===== config.mk =====
export PLATFORM = sky130hd
export DESIGN_NAME = modular_square_root
export DESIGN_NICKNAME = d
export VERILOG_FILES = /design/src/design/msr_pkg.sv /design/src/design/msr_modmul.sv /design/src/design/msr_dp.sv /design/src/design/msr_ctrl.sv /design/src/design/modular_square_root.sv
export VERILOG_INCLUDE_DIRS = /design/src /design/src/design
export SDC_FILE = /design/constraint.sdc
export NUM_CORES = 2
export LEC_CHECK = 0
export ABC_AREA = 1
export BUFFER_PORTS_ARGS = -buffer_cell sky130_fd_sc_hd__clkbuf_2
export CAP_MARGIN = 20
export CORE_MARGIN = 4
export CORE_UTILIZATION = 45
export CTS_CLUSTER_DIAMETER = 60
export DETAILED_ROUTE_END_ITERATION = 7
export GPL_TIMING_DRIVEN = 1
export SYNTH_ARGS = -nofsm -noshare
export SYNTH_HDL_FRONTEND = slang
export SYNTH_SLANG_ARGS = --single-unit

===== constraint.sdc =====
create_clock -name clk -period 12.7 [get_ports clk]
set_input_delay 2.54 -clock clk [delete_from_list [all_inputs] [get_ports clk]]
set_output_delay 2.54 -clock clk [all_outputs]
set_load 0.05 [all_outputs]

===== src/design/modular_square_root_defines.svh =====
// assertion macros shared by the modular square root design
`ifndef MODULAR_SQUARE_ROOT_DEFINES_SVH
`define MODULAR_SQUARE_ROOT_DEFINES_SVH

// condition in the same cycle
`define MSR_ASSERT_NOW(lbl, ante, cons, msg) \
    lbl: assert property (@(posedge clk) disable iff (!rst_n) (ante) |-> (cons)) else $error(msg);

// condition in the following cycle
`define MSR_ASSERT_NEXT(lbl, ante, cons, msg) \
    lbl: assert property (@(posedge clk) disable iff (!rst_n) (ante) |=> (cons)) else $error(msg);

`endif


===== src/design/msr_pkg.sv =====
// shared types and command encodings for the modular square root block
package msr_pkg;

    typedef enum logic [4:0] {
        ST_IDLE, ST_CLASS, ST_RED, ST_RED_CHK, ST_SPLIT,
        ST_PW_LOOP, ST_PW_MACC, ST_PW_MSQ, ST_PW_RET, ST_POW_T,
        ST_T_CHK, ST_Z_CHK, ST_M_INIT, ST_LOOP_TOP, ST_ORD, ST_ORD_W,
        ST_BSQ, ST_BSQ_W, ST_MR, ST_MC, ST_MT, ST_T_CHK2, ST_DONE
    } state_t;

    typedef enum logic [4:0] {
        OP_NONE, OP_LOAD, OP_SPLIT_INIT, OP_SPLIT_STEP, OP_PW_INIT,
        OP_PW_SHIFT, OP_MUL_START, OP_MOVE, OP_Z_INIT, OP_Z_INC,
        OP_M_FROM_S, OP_ORD_INIT, OP_K_INC, OP_B_INIT, OP_I_INC,
        OP_M_FROM_K, OP_PUBLISH
    } dp_op_t;

    typedef enum logic [3:0] {
        RID_ONE, RID_V, RID_A, RID_R, RID_T, RID_C, RID_Z, RID_B,
        RID_U, RID_ACC, RID_BASE
    } reg_id_t;

    typedef enum logic [1:0] {
        EXP_HALF, EXP_QP1H, EXP_Q
    } exp_sel_t;

    typedef enum logic [1:0] {
        RES_ROOT, RES_ZERO, RES_FAIL, RES_PARITY
    } res_sel_t;

    typedef enum logic [2:0] {
        RET_EULER, RET_R, RET_T, RET_Z, RET_C
    } ret_t;

    typedef struct packed {
        dp_op_t   op;
        reg_id_t  src;
        reg_id_t  y;
        reg_id_t  dst;
        exp_sel_t exp_sel;
        res_sel_t res_sel;
    } dp_cmd_t;

    typedef struct packed {
        logic p_two;
        logic p_odd3;
        logic a_zero;
        logic q_even;
        logic e_zero;
        logic e_lsb;
        logic acc_one;
        logic t_one;
        logic u_one;
        logic z_ge_p;
        logic k_ge_m;
        logic i_done;
        logic m_zero;
        logic mul_done;
        logic out_free;
    } dp_stat_t;

    localparam dp_cmd_t CMD_IDLE = '{op: OP_NONE, src: RID_ONE, y: RID_ONE,
                                     dst: RID_ONE, exp_sel: EXP_HALF,
                                     res_sel: RES_FAIL};

endpackage


===== src/design/msr_modmul.sv =====
// bit-serial modular multiplier, double-and-add from the top bit of y
module msr_modmul
    import msr_pkg::*;
#(
    parameter int W = 32
)
(
    input  logic         clk,
    input  logic         rst_n,
    input  logic         start,
    input  logic [W-1:0] x,
    input  logic [W-1:0] y,
    input  logic [W-1:0] m,
    output logic         done,
    output logic [W-1:0] res
);
    localparam int IW = $clog2(W);

    logic          run_reg,  run_next;
    logic          phase_reg, phase_next;
    logic          done_reg, done_next;
    logic [IW-1:0] idx_reg,  idx_next;
    logic [W-1:0]  acc_reg,  acc_next;
    logic [W-1:0]  x_reg, y_reg, m_reg;
    logic [W-1:0]  addend, gap, sum;

    // one modular add per cycle: doubling phase or add-x phase
    always_comb
    begin
        addend = phase_reg ? x_reg : acc_reg;
        gap    = m_reg - addend;
        sum    = (acc_reg >= gap) ? (acc_reg - gap) : (acc_reg + addend);
    end

    // step sequencing
    always_comb
    begin
        run_next   = run_reg;
        phase_next = phase_reg;
        idx_next   = idx_reg;
        acc_next   = acc_reg;
        done_next  = 1'b0;
        if (start)
        begin
            run_next   = 1'b1;
            phase_next = 1'b0;
            idx_next   = IW'(W - 1);
            acc_next   = '0;
        end
        else if (run_reg)
        begin
            acc_next = sum;
            if (!phase_reg && y_reg[idx_reg])
            begin
                phase_next = 1'b1;
            end
            else
            begin
                phase_next = 1'b0;
                if (idx_reg == '0)
                begin
                    run_next  = 1'b0;
                    done_next = 1'b1;
                end
                else
                begin
                    idx_next = idx_reg - 1'b1;
                end
            end
        end
    end

    // control registers
    always_ff @(posedge clk or negedge rst_n)
    begin
        if (!rst_n)
        begin
            run_reg  <= 1'b0;
            done_reg <= 1'b0;
        end
        else
        begin
            run_reg  <= run_next;
            done_reg <= done_next;
        end
    end

    // operand and accumulator registers
    always_ff @(posedge clk)
    begin
        phase_reg <= phase_next;
        idx_reg   <= idx_next;
        acc_reg   <= acc_next;
        if (start)
        begin
            x_reg <= x;
            y_reg <= y;
            m_reg <= m;
        end
    end

    assign done = done_reg;
    assign res  = acc_reg;
endmodule


===== src/design/msr_dp.sv =====
// datapath: working registers, counters, multiplier and result register
module msr_dp
    import msr_pkg::*;
#(
    parameter int W = 32
)
(
    input  logic        clk,
    input  logic        rst_n,
    input  dp_cmd_t     cmd,
    input  logic [31:0] value,
    input  logic [31:0] modulus,
    input  logic        out_ready,
    output dp_stat_t    stat,
    output logic        out_valid,
    output logic [31:0] out_root,
    output logic        out_has
);
    localparam int CW = $clog2(W + 1);

    logic [W-1:0]  p_reg, v_reg, a_reg, q_reg, half_reg, r_reg, t_reg;
    logic [W-1:0]  c_reg, z_reg, b_reg, u_reg, acc_reg, base_reg, e_reg;
    logic [CW-1:0] s_reg, m_reg, k_reg, i_reg;
    reg_id_t       mdst_reg;
    logic [W-1:0]  root_reg;
    logic          has_reg, oval_reg;

    logic [W-1:0]  src_val, y_val, exp_val, wr_val, mres;
    logic [W:0]    qp1;
    logic [CW:0]   ik1;
    logic          wr_en, mdone;
    reg_id_t       wr_id;

    // operand selection
    always_comb
    begin
        case (cmd.src)
            RID_ONE:  src_val = W'(1);
            RID_V:    src_val = v_reg;
            RID_A:    src_val = a_reg;
            RID_R:    src_val = r_reg;
            RID_T:    src_val = t_reg;
            RID_C:    src_val = c_reg;
            RID_Z:    src_val = z_reg;
            RID_B:    src_val = b_reg;
            RID_U:    src_val = u_reg;
            RID_ACC:  src_val = acc_reg;
            RID_BASE: src_val = base_reg;
            default:  src_val = '0;
        endcase
        case (cmd.y)
            RID_ONE:  y_val = W'(1);
            RID_V:    y_val = v_reg;
            RID_A:    y_val = a_reg;
            RID_R:    y_val = r_reg;
            RID_T:    y_val = t_reg;
            RID_C:    y_val = c_reg;
            RID_Z:    y_val = z_reg;
            RID_B:    y_val = b_reg;
            RID_U:    y_val = u_reg;
            RID_ACC:  y_val = acc_reg;
            RID_BASE: y_val = base_reg;
            default:  y_val = '0;
        endcase
        // a product finishing this cycle is forwarded to the next start
        if (mdone && (mdst_reg == cmd.src))
            src_val = mres;
        if (mdone && (mdst_reg == cmd.y))
            y_val = mres;
    end

    // exponent selection
    always_comb
    begin
        qp1 = ({1'b0, q_reg} + 1'b1) >> 1;
        case (cmd.exp_sel)
            EXP_HALF: exp_val = half_reg;
            EXP_QP1H: exp_val = qp1[W-1:0];
            EXP_Q:    exp_val = q_reg;
            default:  exp_val = half_reg;
        endcase
    end

    // general register write: multiplier result first, else a move
    always_comb
    begin
        wr_en  = 1'b0;
        wr_id  = mdst_reg;
        wr_val = mres;
        if (mdone)
        begin
            wr_en = 1'b1;
        end
        else if (cmd.op == OP_MOVE)
        begin
            wr_en  = 1'b1;
            wr_id  = cmd.dst;
            wr_val = src_val;
        end
    end

    msr_modmul #(.W(W)) u_modmul (
        .clk   (clk),
        .rst_n (rst_n),
        .start (cmd.op == OP_MUL_START),
        .x     (src_val),
        .y     (y_val),
        .m     (p_reg),
        .done  (mdone),
        .res   (mres)
    );

    // working registers
    always_ff @(posedge clk)
    begin
        if (wr_en)
        begin
            case (wr_id)
                RID_A:    a_reg    <= wr_val;
                RID_R:    r_reg    <= wr_val;
                RID_T:    t_reg    <= wr_val;
                RID_C:    c_reg    <= wr_val;
                RID_B:    b_reg    <= wr_val;
                RID_U:    u_reg    <= wr_val;
                RID_ACC:  acc_reg  <= wr_val;
                RID_BASE: base_reg <= wr_val;
                default:  ;
            endcase
        end
        case (cmd.op)
            OP_LOAD:
            begin
                p_reg <= W'(modulus);
                v_reg <= W'(value);
            end
            OP_SPLIT_INIT:
            begin
                q_reg    <= p_reg - 1'b1;
                half_reg <= (p_reg - 1'b1) >> 1;
                s_reg    <= '0;
            end
            OP_SPLIT_STEP:
            begin
                q_reg <= q_reg >> 1;
                s_reg <= s_reg + 1'b1;
            end
            OP_PW_INIT:
            begin
                acc_reg  <= W'(1);
                base_reg <= src_val;
                e_reg    <= exp_val;
            end
            OP_PW_SHIFT:  e_reg <= e_reg >> 1;
            OP_MUL_START: mdst_reg <= cmd.dst;
            OP_Z_INIT:    z_reg <= W'(2);
            OP_Z_INC:     z_reg <= z_reg + 1'b1;
            OP_M_FROM_S:  m_reg <= s_reg;
            OP_ORD_INIT:
            begin
                u_reg <= t_reg;
                k_reg <= '0;
            end
            OP_K_INC:     k_reg <= k_reg + 1'b1;
            OP_B_INIT:
            begin
                b_reg <= c_reg;
                i_reg <= '0;
            end
            OP_I_INC:     i_reg <= i_reg + 1'b1;
            OP_M_FROM_K:  m_reg <= k_reg;
            OP_PUBLISH:
            begin
                case (cmd.res_sel)
                    RES_ROOT:
                    begin
                        root_reg <= r_reg;
                        has_reg  <= 1'b1;
                    end
                    RES_ZERO:
                    begin
                        root_reg <= '0;
                        has_reg  <= 1'b1;
                    end
                    RES_PARITY:
                    begin
                        root_reg <= W'(v_reg[0]);
                        has_reg  <= 1'b1;
                    end
                    default:
                    begin
                        root_reg <= '0;
                        has_reg  <= 1'b0;
                    end
                endcase
            end
            default: ;
        endcase
    end

    // output transaction valid
    always_ff @(posedge clk or negedge rst_n)
    begin
        if (!rst_n)
            oval_reg <= 1'b0;
        else if (cmd.op == OP_PUBLISH)
            oval_reg <= 1'b1;
        else if (out_ready)
            oval_reg <= 1'b0;
    end

    // status to the controller
    always_comb
    begin
        ik1           = {1'b0, i_reg} + {1'b0, k_reg} + 1'b1;
        stat.p_two    = (p_reg == W'(2));
        stat.p_odd3   = p_reg[0] && (p_reg != W'(1));
        stat.a_zero   = (a_reg == '0);
        stat.q_even   = !q_reg[0];
        stat.e_zero   = (e_reg == '0);
        stat.e_lsb    = e_reg[0];
        stat.acc_one  = (acc_reg == W'(1));
        stat.t_one    = (t_reg == W'(1));
        stat.u_one    = (u_reg == W'(1));
        stat.z_ge_p   = (z_reg >= p_reg);
        stat.k_ge_m   = (k_reg >= m_reg);
        stat.i_done   = (ik1 >= {1'b0, m_reg});
        stat.m_zero   = (m_reg == '0);
        stat.mul_done = mdone;
        stat.out_free = !oval_reg || out_ready;
    end

    assign out_valid = oval_reg;
    assign out_root  = 32'(root_reg);
    assign out_has   = has_reg;
endmodule


===== src/design/msr_ctrl.sv =====
// controller state machine sequencing the square root steps
module msr_ctrl
    import msr_pkg::*;
(
    input  logic     clk,
    input  logic     rst_n,
    input  logic     in_valid,
    input  dp_stat_t stat,
    output logic     in_ready,
    output dp_cmd_t  cmd
);
    state_t   state_reg, state_next;
    ret_t     ret_reg, ret_next;
    res_sel_t res_reg, res_next;

    // state registers
    always_ff @(posedge clk or negedge rst_n)
    begin
        if (!rst_n)
        begin
            state_reg <= ST_IDLE;
            ret_reg   <= RET_EULER;
            res_reg   <= RES_FAIL;
        end
        else
        begin
            state_reg <= state_next;
            ret_reg   <= ret_next;
            res_reg   <= res_next;
        end
    end

    // next state and commands
    always_comb
    begin
        state_next = state_reg;
        ret_next   = ret_reg;
        res_next   = res_reg;
        cmd        = CMD_IDLE;
        in_ready   = 1'b0;
        case (state_reg)
            ST_IDLE:
            begin
                in_ready = 1'b1;
                if (in_valid)
                begin
                    cmd.op     = OP_LOAD;
                    state_next = ST_CLASS;
                end
            end
            // modulus two, unusable modulus, or start reduction of the value
            ST_CLASS:
            begin
                if (stat.p_two)
                begin
                    res_next   = RES_PARITY;
                    state_next = ST_DONE;
                end
                else if (!stat.p_odd3)
                begin
                    res_next   = RES_FAIL;
                    state_next = ST_DONE;
                end
                else
                begin
                    cmd.op     = OP_MUL_START;
                    cmd.src    = RID_ONE;
                    cmd.y      = RID_V;
                    cmd.dst    = RID_A;
                    state_next = ST_RED;
                end
            end
            ST_RED:
            begin
                if (stat.mul_done)
                    state_next = ST_RED_CHK;
            end
            ST_RED_CHK:
            begin
                if (stat.a_zero)
                begin
                    res_next   = RES_ZERO;
                    state_next = ST_DONE;
                end
                else
                begin
                    cmd.op     = OP_SPLIT_INIT;
                    state_next = ST_SPLIT;
                end
            end
            // strip factors of two from p minus one, then euler test
            ST_SPLIT:
            begin
                if (stat.q_even)
                begin
                    cmd.op = OP_SPLIT_STEP;
                end
                else
                begin
                    cmd.op      = OP_PW_INIT;
                    cmd.src     = RID_A;
                    cmd.exp_sel = EXP_HALF;
                    ret_next    = RET_EULER;
                    state_next  = ST_PW_LOOP;
                end
            end
            // modular power, exponent bits from the bottom
            ST_PW_LOOP:
            begin
                if (stat.e_zero)
                begin
                    state_next = ST_PW_RET;
                end
                else if (stat.e_lsb)
                begin
                    cmd.op     = OP_MUL_START;
                    cmd.src    = RID_ACC;
                    cmd.y      = RID_BASE;
                    cmd.dst    = RID_ACC;
                    state_next = ST_PW_MACC;
                end
                else
                begin
                    cmd.op     = OP_MUL_START;
                    cmd.src    = RID_BASE;
                    cmd.y      = RID_BASE;
                    cmd.dst    = RID_BASE;
                    state_next = ST_PW_MSQ;
                end
            end
            ST_PW_MACC:
            begin
                if (stat.mul_done)
                begin
                    cmd.op     = OP_MUL_START;
                    cmd.src    = RID_BASE;
                    cmd.y      = RID_BASE;
                    cmd.dst    = RID_BASE;
                    state_next = ST_PW_MSQ;
                end
            end
            ST_PW_MSQ:
            begin
                if (stat.mul_done)
                begin
                    cmd.op     = OP_PW_SHIFT;
                    state_next = ST_PW_LOOP;
                end
            end
            // power finished: continue with the caller
            ST_PW_RET:
            begin
                case (ret_reg)
                    RET_EULER:
                    begin
                        if (!stat.acc_one)
                        begin
                            res_next   = RES_FAIL;
                            state_next = ST_DONE;
                        end
                        else
                        begin
                            cmd.op      = OP_PW_INIT;
                            cmd.src     = RID_A;
                            cmd.exp_sel = EXP_QP1H;
                            ret_next    = RET_R;
                            state_next  = ST_PW_LOOP;
                        end
                    end
                    RET_R:
                    begin
                        cmd.op     = OP_MOVE;
                        cmd.src    = RID_ACC;
                        cmd.dst    = RID_R;
                        state_next = ST_POW_T;
                    end
                    RET_T:
                    begin
                        cmd.op     = OP_MOVE;
                        cmd.src    = RID_ACC;
                        cmd.dst    = RID_T;
                        state_next = ST_T_CHK;
                    end
                    RET_Z:
                    begin
                        if (stat.acc_one)
                        begin
                            cmd.op     = OP_Z_INC;
                            state_next = ST_Z_CHK;
                        end
                        else
                        begin
                            cmd.op      = OP_PW_INIT;
                            cmd.src     = RID_Z;
                            cmd.exp_sel = EXP_Q;
                            ret_next    = RET_C;
                            state_next  = ST_PW_LOOP;
                        end
                    end
                    default:
                    begin
                        cmd.op     = OP_MOVE;
                        cmd.src    = RID_ACC;
                        cmd.dst    = RID_C;
                        state_next = ST_M_INIT;
                    end
                endcase
            end
            ST_POW_T:
            begin
                cmd.op      = OP_PW_INIT;
                cmd.src     = RID_A;
                cmd.exp_sel = EXP_Q;
                ret_next    = RET_T;
                state_next  = ST_PW_LOOP;
            end
            ST_T_CHK:
            begin
                if (stat.t_one)
                begin
                    res_next   = RES_ROOT;
                    state_next = ST_DONE;
                end
                else
                begin
                    cmd.op     = OP_Z_INIT;
                    state_next = ST_Z_CHK;
                end
            end
            // non-residue scan
            ST_Z_CHK:
            begin
                if (stat.z_ge_p)
                begin
                    res_next   = RES_FAIL;
                    state_next = ST_DONE;
                end
                else
                begin
                    cmd.op      = OP_PW_INIT;
                    cmd.src     = RID_Z;
                    cmd.exp_sel = EXP_HALF;
                    ret_next    = RET_Z;
                    state_next  = ST_PW_LOOP;
                end
            end
            ST_M_INIT:
            begin
                cmd.op     = OP_M_FROM_S;
                state_next = ST_LOOP_TOP;
            end
            // main loop: find order of t
            ST_LOOP_TOP:
            begin
                if (stat.m_zero)
                begin
                    res_next   = RES_FAIL;
                    state_next = ST_DONE;
                end
                else
                begin
                    cmd.op     = OP_ORD_INIT;
                    state_next = ST_ORD;
                end
            end
            ST_ORD:
            begin
                if (stat.k_ge_m)
                begin
                    res_next   = RES_FAIL;
                    state_next = ST_DONE;
                end
                else if (stat.u_one)
                begin
                    cmd.op     = OP_B_INIT;
                    state_next = ST_BSQ;
                end
                else
                begin
                    cmd.op     = OP_MUL_START;
                    cmd.src    = RID_U;
                    cmd.y      = RID_U;
                    cmd.dst    = RID_U;
                    state_next = ST_ORD_W;
                end
            end
            ST_ORD_W:
            begin
                if (stat.mul_done)
                begin
                    cmd.op     = OP_K_INC;
                    state_next = ST_ORD;
                end
            end
            // square c down to the correction factor b
            ST_BSQ:
            begin
                if (stat.i_done)
                begin
                    cmd.op     = OP_MUL_START;
                    cmd.src    = RID_R;
                    cmd.y      = RID_B;
                    cmd.dst    = RID_R;
                    state_next = ST_MR;
                end
                else
                begin
                    cmd.op     = OP_MUL_START;
                    cmd.src    = RID_B;
                    cmd.y      = RID_B;
                    cmd.dst    = RID_B;
                    state_next = ST_BSQ_W;
                end
            end
            ST_BSQ_W:
            begin
                if (stat.mul_done)
                begin
                    cmd.op     = OP_I_INC;
                    state_next = ST_BSQ;
                end
            end
            // update r, c and t
            ST_MR:
            begin
                if (stat.mul_done)
                begin
                    cmd.op     = OP_MUL_START;
                    cmd.src    = RID_B;
                    cmd.y      = RID_B;
                    cmd.dst    = RID_C;
                    state_next = ST_MC;
                end
            end
            ST_MC:
            begin
                if (stat.mul_done)
                begin
                    cmd.op     = OP_MUL_START;
                    cmd.src    = RID_T;
                    cmd.y      = RID_C;
                    cmd.dst    = RID_T;
                    state_next = ST_MT;
                end
            end
            ST_MT:
            begin
                if (stat.mul_done)
                begin
                    cmd.op     = OP_M_FROM_K;
                    state_next = ST_T_CHK2;
                end
            end
            ST_T_CHK2:
            begin
                if (stat.t_one)
                begin
                    res_next   = RES_ROOT;
                    state_next = ST_DONE;
                end
                else
                begin
                    state_next = ST_LOOP_TOP;
                end
            end
            // hand the result to the output register once it is free
            ST_DONE:
            begin
                if (stat.out_free)
                begin
                    cmd.op      = OP_PUBLISH;
                    cmd.res_sel = res_reg;
                    state_next  = ST_IDLE;
                end
            end
            default:
            begin
                state_next = ST_IDLE;
            end
        endcase
    end
endmodule


===== src/design/modular_square_root.sv =====
// Modular square root (Tonelli-Shanks) for a programmable odd prime modulus.
// One transaction at a time: an input is taken only while the sequencer is
// idle, and the result sits in an output register so the next input can be
// taken while it waits. Latency is data dependent and set by the shared
// bit-serial modular multiplier, whose time per product grows with the
// number of set bits of its second operand. A residue test and each later
// exponentiation costs up to about 2*PRIME_BITS products, the non-residue
// scan repeats one exponentiation per candidate, and the correction loop
// adds up to about PRIME_BITS^2 squarings. Zero input gives root 0 with
// has_root set; a non-residue gives root 0 with has_root clear; the other
// root is the modulus minus root.
module modular_square_root
    import msr_pkg::*;
#(
    parameter int PRIME_BITS = 32
)
(
    input  logic        clk,
    input  logic        rst_n,
    input  logic        cfg_we,
    input  logic [31:0] cfg_wdata,   // prime_modulus
    input  logic        s_tvalid,
    output logic        s_tready,
    input  logic [31:0] s_tdata,     // [31:0] value
    output logic        m_tvalid,
    input  logic        m_tready,
    output logic [31:0] m_tdata,     // [31:0] root
    output logic        m_tuser      // [0] has_root
);
`include "modular_square_root_defines.svh"

    logic [31:0] modulus_reg;
    dp_cmd_t     cmd;
    dp_stat_t    stat;

    // modulus configuration register
    always_ff @(posedge clk or negedge rst_n)
    begin
        if (!rst_n)
            modulus_reg <= 32'd3;
        else if (cfg_we)
            modulus_reg <= cfg_wdata;
    end

    msr_ctrl u_ctrl (
        .clk      (clk),
        .rst_n    (rst_n),
        .in_valid (s_tvalid),
        .stat     (stat),
        .in_ready (s_tready),
        .cmd      (cmd)
    );

    msr_dp #(.W(PRIME_BITS)) u_dp (
        .clk       (clk),
        .rst_n     (rst_n),
        .cmd       (cmd),
        .value     (s_tdata),
        .modulus   (modulus_reg),
        .out_ready (m_tready),
        .stat      (stat),
        .out_valid (m_tvalid),
        .out_root  (m_tdata),
        .out_has   (m_tuser)
    );

    // checks
    `MSR_ASSERT_NOW(a_fail_zero_root, m_tvalid && !m_tuser, m_tdata == 32'd0, "no-root result with nonzero root")
    `MSR_ASSERT_NEXT(a_busy_after_take, s_tvalid && s_tready, !s_tready, "input taken while busy")
    `MSR_ASSERT_NEXT(a_publish_sets_valid, cmd.op == OP_PUBLISH, m_tvalid, "result lost at publish")
endmodule

==> out/summary.txt <==
type of origin of the critical path = flop
hold_buf cts = 0
detailed-route DRC error count = 0
clock power share = 18.1%
simple logic cell fraction of the synthesized area = 20.5%
FF+latch count, synth = 687
status = finished, final reports clean
VDD IR max = 0.321 mV
Synth cell types = 57
Crit Path Category = reg2reg
mapped cell area = 39300 um2
total CTS buffers = 83
Antenna Violating Nets Remaining = 0
post-synth top area cell = edfxtp_1
TritonCTS clock tree = yes
worst-case clock buffer depth = 3
RD Place Congestion = 0.943
Worst Path Required = 13.27 ns
Final #Nets = 4871
total iterations of the first detailed-routing run = 6
CTS clk-pin slew, worst paths = 0.06 ns
largest net degree at the start of global routing = 76
mux contribution to synthesized area = 0.975%
post-DR wirelength/cell = 21.5 um
critical path data arrival time = 7.29 ns
Die Height = 303 um
Fmax = 0.149 GHz
largest family of logic cells by synthesized area = simple AND/OR/NAND/NOR gates
share of layout cells above drive strength 1 = 8.67%
Leak = 18.2 nW
Post-Route Setup TNS = 0 ns
clk_skew = 0.0315 ns
max-slew violations = 0
CP max FO = 46
Ports = 104
Final Hold Viols = 0
EDFF count, synth = 572
Warnings, synthesis = 0
minimum clock period after layout = 6.73 ns
drt total wl = 126000 um
Clock Sinks = 687
Worst Tran Pin Value = 0.989 ns
Vias = 32.5k
Switching Fraction = 47.0%
pwr/cell area = 303 nW/um2
site row count = 108
Iter 0 DRT Violations = 3384
Avg Inst Size Synth = 8.61 um2
clk root buf = clkbuf_16
global route total overflow = 0
switching power = 6.23 mW
Synth Area in Compound Gates = 13.2%
Max-Cap Viols = 0
Syn Nets = 4792
top post-synthesis cells by count = nand2_1, edfxtp_1, inv_1
Post-Synth XOR/XNOR Area = 2.72%
Synth Flop Type = edfxtp_1
Critical Path End Type = flop
post-synthesis sequential area ratio = 50.2%
Post-Syn Instances = 4560
vias in the first global route = 30.3k
DIE WIDTH = 303 um
CTS H-Tree Depth = 3
Synth Area in Adders = 5.27%
Port-buffer cells = 103
HPWL Detailed = 96900 um
first-pass GRT wire length = 189000 um
clk_lat worst skew = 0.66 ns
Synth area leaders = edfxtp_1, nand2_1, o21ai_0
Initial Utilization = 45.3%
internal power = 7.03 mW
core area = 86600 um2
Post-Layout Cell Count = 5862
Final period util = 53.0%
RSZ-0062 raised after global routing = false
most common cell in the synthesized netlist = nand2_1
top-area cell type share of the netlist area = 43.7%
Worst slew margin = 33.9%
initial antenna violation count = 1
Placed Cells = 5707
Hold WC Path Type = reg2reg
sequential power share = 27.0%
via/cell ratio = 5.55
Gate power share = 54.9%
area of the die = 92000 um2
Tot GR Track Use = 27.2%
Setup Fix Bufs, Post-CTS = 0
Area Growth Syn to Fin = 11.7%
Resized cells post-CTS = 0
post-synthesis async set-or-reset flop share = 6.55%
Final Setup Violations = 0
[worst paths after layout]
check	from	end	slack (ns)	cells past startpoint
worst min-delay path	modulus_reg[7]	u_dp.p_reg[7]	0.44	0
worst min register to register	modulus_reg[7]	u_dp.p_reg[7]	0.44	0
worst max-delay path	u_dp.u_modmul.phase_reg	u_dp.u_modmul.res[22]	5.97	24
worst max register to register	u_dp.u_modmul.phase_reg	u_dp.u_modmul.res[22]	5.97	24
max in group asynchronous	rst_n	u_ctrl.res_reg[0]	10.25	2
min in group asynchronous	rst_n	modulus_reg[30]	2.00	2
[power groups by stage]
stage	Clock, mW	Sequential, mW	Combinational [mW]
final	2.40	3.59	7.28
after global routing	2.54	3.62	8.18
after floorplan	0	3.45	5.34
after CTS	2.43	3.58	7.19
after global placement	0	3.63	7.15
after detailed placement	0	3.62	7.15
[cell type report]
cell class	instances	area, um2
Antenna cell	1	2.50
Clock buffer	98	2200
Clock inverter	54	572
Fill cell	8220	42800
Inverter	570	2140
Multi-Input combinational cell	3146	16900
Sequential cell	687	19700
Tap cell	1155	1450
Timing Repair Buffer	151	906
[metal layers]
metal  track usage (%)  wire (um)
met2              40.1      53300
met5                 0          9
met4              9.40       4590
met3              4.62      10700
met1              40.5      57500
[per-stage QoR]
stage | total power, mW | cell area, um2 | util [%] | worst slack, ns | hold WS [ns]
floorplan | 8.79 | 39300 | - | 6.96 | 0.421
global placement | 10.8 | 41000 | 47.4 | 6.15 | 0.430
detailed placement | 10.8 | 41000 | 47.4 | 6.04 | 0.430
CTS | 13.2 | 43800 | 50.6 | 6.01 | 0.443
global route | 14.3 | 43800 | 50.6 | 5.03 | 0.452
finish | 13.3 | 43800 | 50.6 | 5.97 | 0.442
[logic make-up after synthesis]
| family | after synthesis |
|---|---|
| multiplexers | 34 |
| flip-flops | 687 |
| XOR/XNOR | 122 |
| AO/OA/AOI/OAI | 957 |
| adder cells (fa/ha/maj) | 163 |
| buffers and inverters | 727 |
| AND/OR/NAND/NOR | 1870 |
[worst max-delay path, cell delays in order (launching register included)]
cell       delay [ns]
dfxtp_1          0.31
inv_1            0.57
or2_2            0.22
o21ai_0          0.23
ha_1             0.37
nand3_1          0.08
nand2_1          0.09
a21boi_0         0.47
inv_1            0.12
a21oi_1          0.28
o21ai_0          0.21
a21oi_1          0.22
xor2_1           0.21
ha_1             0.31
a21oi_1          0.17
o21ai_0          0.14
a21oi_1          0.21
nor2_1           0.06
a2111oi_0        0.46
nand3_2          0.84
clkinv_1         0.65
nor2_1           0.09
nor2_1           0.09
o21ai_0          0.09
a21oi_1          0.16
[cell usage in the layout, fill, tap and decap left out, types with 67 or more instances in the layout]
cell type,netlist,routed
nor2_1,331,322
clkbuf_2,0,103
o21ai_0,451,446
edfxtp_1,572,572
nand2_1,1009,1009
nand4_1,105,105
nand3_1,243,243
clkbuf_16,0,85
a21oi_1,277,277
xor2_1,74,74
dfxtp_1,70,70
o21ai_1,67,67
inv_1,554,551
ha_1,159,159
Power figures use the tool's default switching activity.
